## src/hw/rtl/smi_pkg.sv

```systemverilog
// Shared types, widths and status codes for the sorted multiset store.
`timescale 1ns / 1ps
`default_nettype none

package smi_pkg;

    localparam int ValueW    = 32;
    localparam int StatusW   = 2;
    localparam int CountOutW = 7;
    localparam int DefCapacity = 64;

    localparam logic [StatusW-1:0] ST_INSERTED = 2'd0;
    localparam logic [StatusW-1:0] ST_DELETED  = 2'd1;
    localparam logic [StatusW-1:0] ST_NOTFOUND = 2'd2;
    localparam logic [StatusW-1:0] ST_FULL     = 2'd3;

    // Operation broadcast to every cell in the update cycle.
    typedef struct packed {
        logic ins;
        logic del;
    } ctl_t;

    // Map signed order onto unsigned order.
    function automatic logic [ValueW-1:0] order_key(input logic [ValueW-1:0] v);
        order_key = {~v[ValueW-1], v[ValueW-2:0]};
    endfunction

endpackage

`default_nettype wire

```

## src/hw/rtl/smi_cell.sv

```systemverilog
// One cell of the sorted row: holds one value and shifts with its neighbors.
`timescale 1ns / 1ps
`default_nettype none

module smi_cell #(
    parameter int CAPACITY = smi_pkg::DefCapacity,
    parameter int IDX      = 0
) (
    input  wire logic                        clk,
    input  wire smi_pkg::ctl_t               ctl,
    input  wire logic [smi_pkg::ValueW-1:0]  cmd_value,
    input  wire logic [$clog2(CAPACITY+1)-1:0] occ,
    input  wire logic                        left_lt,
    input  wire logic [smi_pkg::ValueW-1:0]  left_value,
    input  wire logic [smi_pkg::ValueW-1:0]  right_value,
    output logic      [smi_pkg::ValueW-1:0]  value,
    output logic                             lt,
    output logic                             match,
    output logic      [smi_pkg::ValueW-1:0]  tap
);

    localparam int CountW = $clog2(CAPACITY+1);

    logic [smi_pkg::ValueW-1:0] value_reg;
    logic [smi_pkg::ValueW-1:0] value_next;
    logic                       occupied;
    logic                       last;

    assign occupied = CountW'(IDX) < occ;
    assign last     = occupied && (CountW'(IDX + 1) == occ);
    assign lt       = occupied &&
                      (smi_pkg::order_key(value_reg) < smi_pkg::order_key(cmd_value));
    assign match    = occupied && (value_reg == cmd_value);
    assign value    = value_reg;
    assign tap      = last ? value_reg : '0;

    always_comb
    begin
        value_next = value_reg;
        if (ctl.ins)
        begin
            // Keep smaller values, drop the new one in at the boundary, shift the rest up.
            if (!lt)
            begin
                value_next = left_lt ? cmd_value : left_value;
            end
        end
        else if (ctl.del)
        begin
            // Everything from the first copy upward pulls in its right neighbor.
            if (!lt)
            begin
                value_next = right_value;
            end
        end
    end

    always_ff @(posedge clk)
    begin
        value_reg <= value_next;
    end

endmodule

`default_nettype wire

```

## config.mk

```make
export PLATFORM = sky130hd
export DESIGN_NAME = smi_cell
export DESIGN_NICKNAME = d
export VERILOG_FILES = /design/src/hw/rtl/smi_pkg.sv /design/src/hw/rtl/smi_cell.sv
export SDC_FILE = /design/constraint.sdc
export NUM_CORES = 1
export LEC_CHECK = 0
export ABC_AREA = 1
export BUFFER_PORTS_ARGS = -buffer_cell sky130_fd_sc_hd__buf_4
export CORE_ASPECT_RATIO = 1.1
export CORE_UTILIZATION = 44
export DETAILED_ROUTE_END_ITERATION = 7
export PLACE_DENSITY = 0.78
export REMOVE_ABC_BUFFERS = 1
export SETUP_SLACK_MARGIN = 0.1
export SYNTH_ARGS = -nofsm -noshare
export SYNTH_HDL_FRONTEND = slang
export SYNTH_SLANG_ARGS = --single-unit
```

## constraint.sdc

```tcl
create_clock -name clk -period 4.1 [get_ports clk]
set_input_delay 0.41 -clock clk [delete_from_list [all_inputs] [get_ports clk]]
set_output_delay 0.41 -clock clk [all_outputs]
set_load 0.01 [all_outputs]
```

==> results.sh <==
export IMPL_cp_common_cell="nand2_1"
export IMPL_cp_arrival_ps=2590
export IMPL_synth_seq_cells=32
export IMPL_hp_start="right_value[11]"
export IMPL_cp_startpoint="value[11]"
export IMPL_grt_ovfl_total=0
export IMPL_grt_pass1_wl_mm=12.8
export IMPL_tns_ps=0
export IMPL_vdd_ir_drop_worst_mv=0.136
export IMPL_syn_to_final_growth_pct=48.7
export IMPL_fin_crit_ps=2690
export IMPL_cap_violations=0
export IMPL_dp_hpwl_mm=6.36
export IMPL_portBuffers=172
export IMPL_drtAntennaViolNets=0
export IMPL_min_path_type="input pin to flop"
export IMPL_cts_hold_buf=0
export IMPL_grt_max_degree=66
export IMPL_first_pass_iters=4
export IMPL_path_class="flop to flop"
export IMPL_rr_worst_depth=7
export IMPL_synth_cell_area_sq_mm=0.00285
export IMPL_slew_violations=0
export IMPL_grt_pass1_vias=2922
export IMPL_num_rows=30
export IMPL_syn_avg_cell_area_sq_um=7.37
export IMPL_fp_dieH_microns=86.5
export IMPL_p_per_area_mw_per_mm2=251
export IMPL_synth_edff_count=32
export IMPL_final_nets=689
export IMPL_slowest_delay_ps=830
export IMPL_yosysMostFrequentCell="nand2_1"
export IMPL_gp_congestion=0.772
export IMPL_synth_area_leaders="edfxtp_1 34%, ha_1 14%, nand2_1 13%, inv_1 9.2%, a31oi_1 7.0%"
export IMPL_wirelength_mm=8.27
export IMPL_critPathMaxFanout=32
export IMPL_pin_count=173
export IMPL_clkTransAtPathRegs_ps=70
export IMPL_clock_sinks=32
export IMPL_vias_per_cell=4.87
export IMPL_cts_resized=0
export IMPL_finalClockSkew_ps=7.74
export IMPL_n_fill_cell=575
export IMPL_worst_pin_slew_ps=1140
export IMPL_cts_tree="yes"
export IMPL_drt_iter0_markers=108
export IMPL_yosysWarnings=0
export IMPL_grt_setup_unrepaired="no"
export IMPL_synth_cell_types=22
export IMPL_yosysSeqAreaShare=0.337
export IMPL_cts_setup_buffers=0
export IMPL_p_leak_uw=0.00228
export IMPL_die_w_microns=78.8
export IMPL_period_share=0.657
export IMPL_cts_buffers=5
export IMPL_die_area_sq_mm=0.00681
export IMPL_crit_path_end_kind="flop"
export IMPL_htreeDepth=2
export IMPL_final_hold_viol_count=0
export IMPL_slowest_stage="a21oi_4"
export IMPL_timing_fmax_ghz=0.371
export IMPL_diodes=0
export IMPL_yosysTopAreaCell="edfxtp_1"
export IMPL_worst_r2r_endpoint="value[26]"
export IMPL_reg2reg_from="value[11]"
export IMPL_clock_latency_ps=280
export IMPL_grt_usage=0.241
export IMPL_hold_ws_ps=474
export IMPL_crit_required_ps=4000
export IMPL_slew_headroom=0.241
export IMPL_clock_path_buffers=2
export IMPL_setup_viol=0
export IMPL_worst_setup_path_start_kind="flop"
export IMPL_drc=0
export IMPL_synth_common_cells="95 x nand2_1, 70 x inv_1, 47 x nor2_1"
export IMPL_crit_chain="ha_1, nand4_1, nor3_1, nand2_1, nand2_1, nand2_1, a21oi_4"
export IMPL_ys_flop_type="edfxtp_1"
export IMPL_synth_top_cell_area_share=0.337
export IMPL_initial_utilization=0.458
export IMPL_worst_hold_path_endpoint="value[11]"
export IMPL_timing_reg2reg_setup_slack_ps=1410
export IMPL_via_count=3065
export IMPL_root_buffer="clkbuf_8"
export IMPL_largest_register_ffs=32
export IMPL_async_flop_share=0
export IMPL_antenna_found_initial=0
export IMPL_coreArea_sq_mm=0.00623
export IMPL_synthCells=387
export IMPL_min_path_cells=3
export IMPL_status="complete, no violations"
export IMPL_layout_drive_gt1_share=0.389
export IMPL_wire_per_inst_microns=13.1
## metrics by stage
stage,utilization,instances,area (sq um),total power (uW),setup WS (ps)
floorplan,-,370,2750,641,858
global placement,0.668,623,4160,837,1430
finish,0.681,630,4240,1060,1410
detailed placement,0.668,623,4160,850,1340
CTS,0.681,630,4240,1070,1390
global route,0.681,630,4240,1130,1180
## layout make-up
cell class	count	area [sq um]	share of cell area
Timing Repair Buffer	173	1300	0.306
Tap cell	80	100	0.0236
Clock inverter	1	5.00	0.00118
Multi-Input combinational cell	268	1540	0.363
Clock buffer	6	72.6	0.0171
Sequential cell	32	961	0.227
Inverter	70	263	0.0619
## cells in the final DEF (no fill, tap or decap)
| cell | n |
|---|---|
| clkbuf_8 | 5 |
| buf_4 | 173 |
| nor2_2 | 28 |
| and2_1 | 1 |
| nor3_1 | 3 |
| a21oi_4 | 1 |
| o21ai_0 | 2 |
| nor2_1 | 47 |
| a21oi_1 | 13 |
| clkbuf_1 | 1 |
| ha_1 | 32 |
| nand4_1 | 3 |
| nor2_4 | 3 |
| nor3b_2 | 1 |
| a21o_1 | 2 |
| edfxtp_1 | 32 |
| nand4_2 | 1 |
| nand2_1 | 95 |
| nand3_2 | 1 |
| nand3_1 | 2 |
| a31oi_1 | 32 |
| clkinv_2 | 1 |
| inv_1 | 70 |
| o21a_1 | 1 |
## worst max-delay path: cells and delay by family (launching register included)
family / cells / cell delay, ps
AOI/OAI and AO/OA: 1 / 830
adders and majority gates: 1 / 350
DFF: 1 / 430
and+or+nand+nor: 5 / 690
## worst max path at each step
stage / end
after floorplan: value[0]
after global placement: value[22]
after detailed placement: value[22]
after CTS: value[0]
after global routing: value[3]
final: value[26]
## kinds of logic (layout without fill, tap and decap cells)
kind of cell / count (synthesis) / after routing / synth area share
AO/OA/AOI/OAI: 51 / 51 / 0.106
adder cells (fa/ha/maj): 32 / 32 / 0.140
buffers and inverters: 87 / 250 / 0.127
flip-flops: 32 / 32 / 0.337
AND/OR/NAND/NOR: 185 / 185 / 0.290
## routing by layer
layer / global-route usage / vias up / wire length (microns) / part of all wire
met1: 0.263 / 1382 / 3230 / 0.39
li1: - / 1562 / - / -
met2: 0.462 / 112 / 4350 / 0.53
met5: 0 / - / 0 / 0
met4: 0.0741 / 0 / 118 / 0.014
met3: 0.0484 / 9 / 571 / 0.069
## power breakdown
part	leakage (uW)	total, uW	internal [uW]	switching (uW)
Sequential	0.000301	452	419	32.9
Combinational	0.00193	389	189	200
Clock	0.0000410	223	115	108
Power figures use the tool's default switching activity.
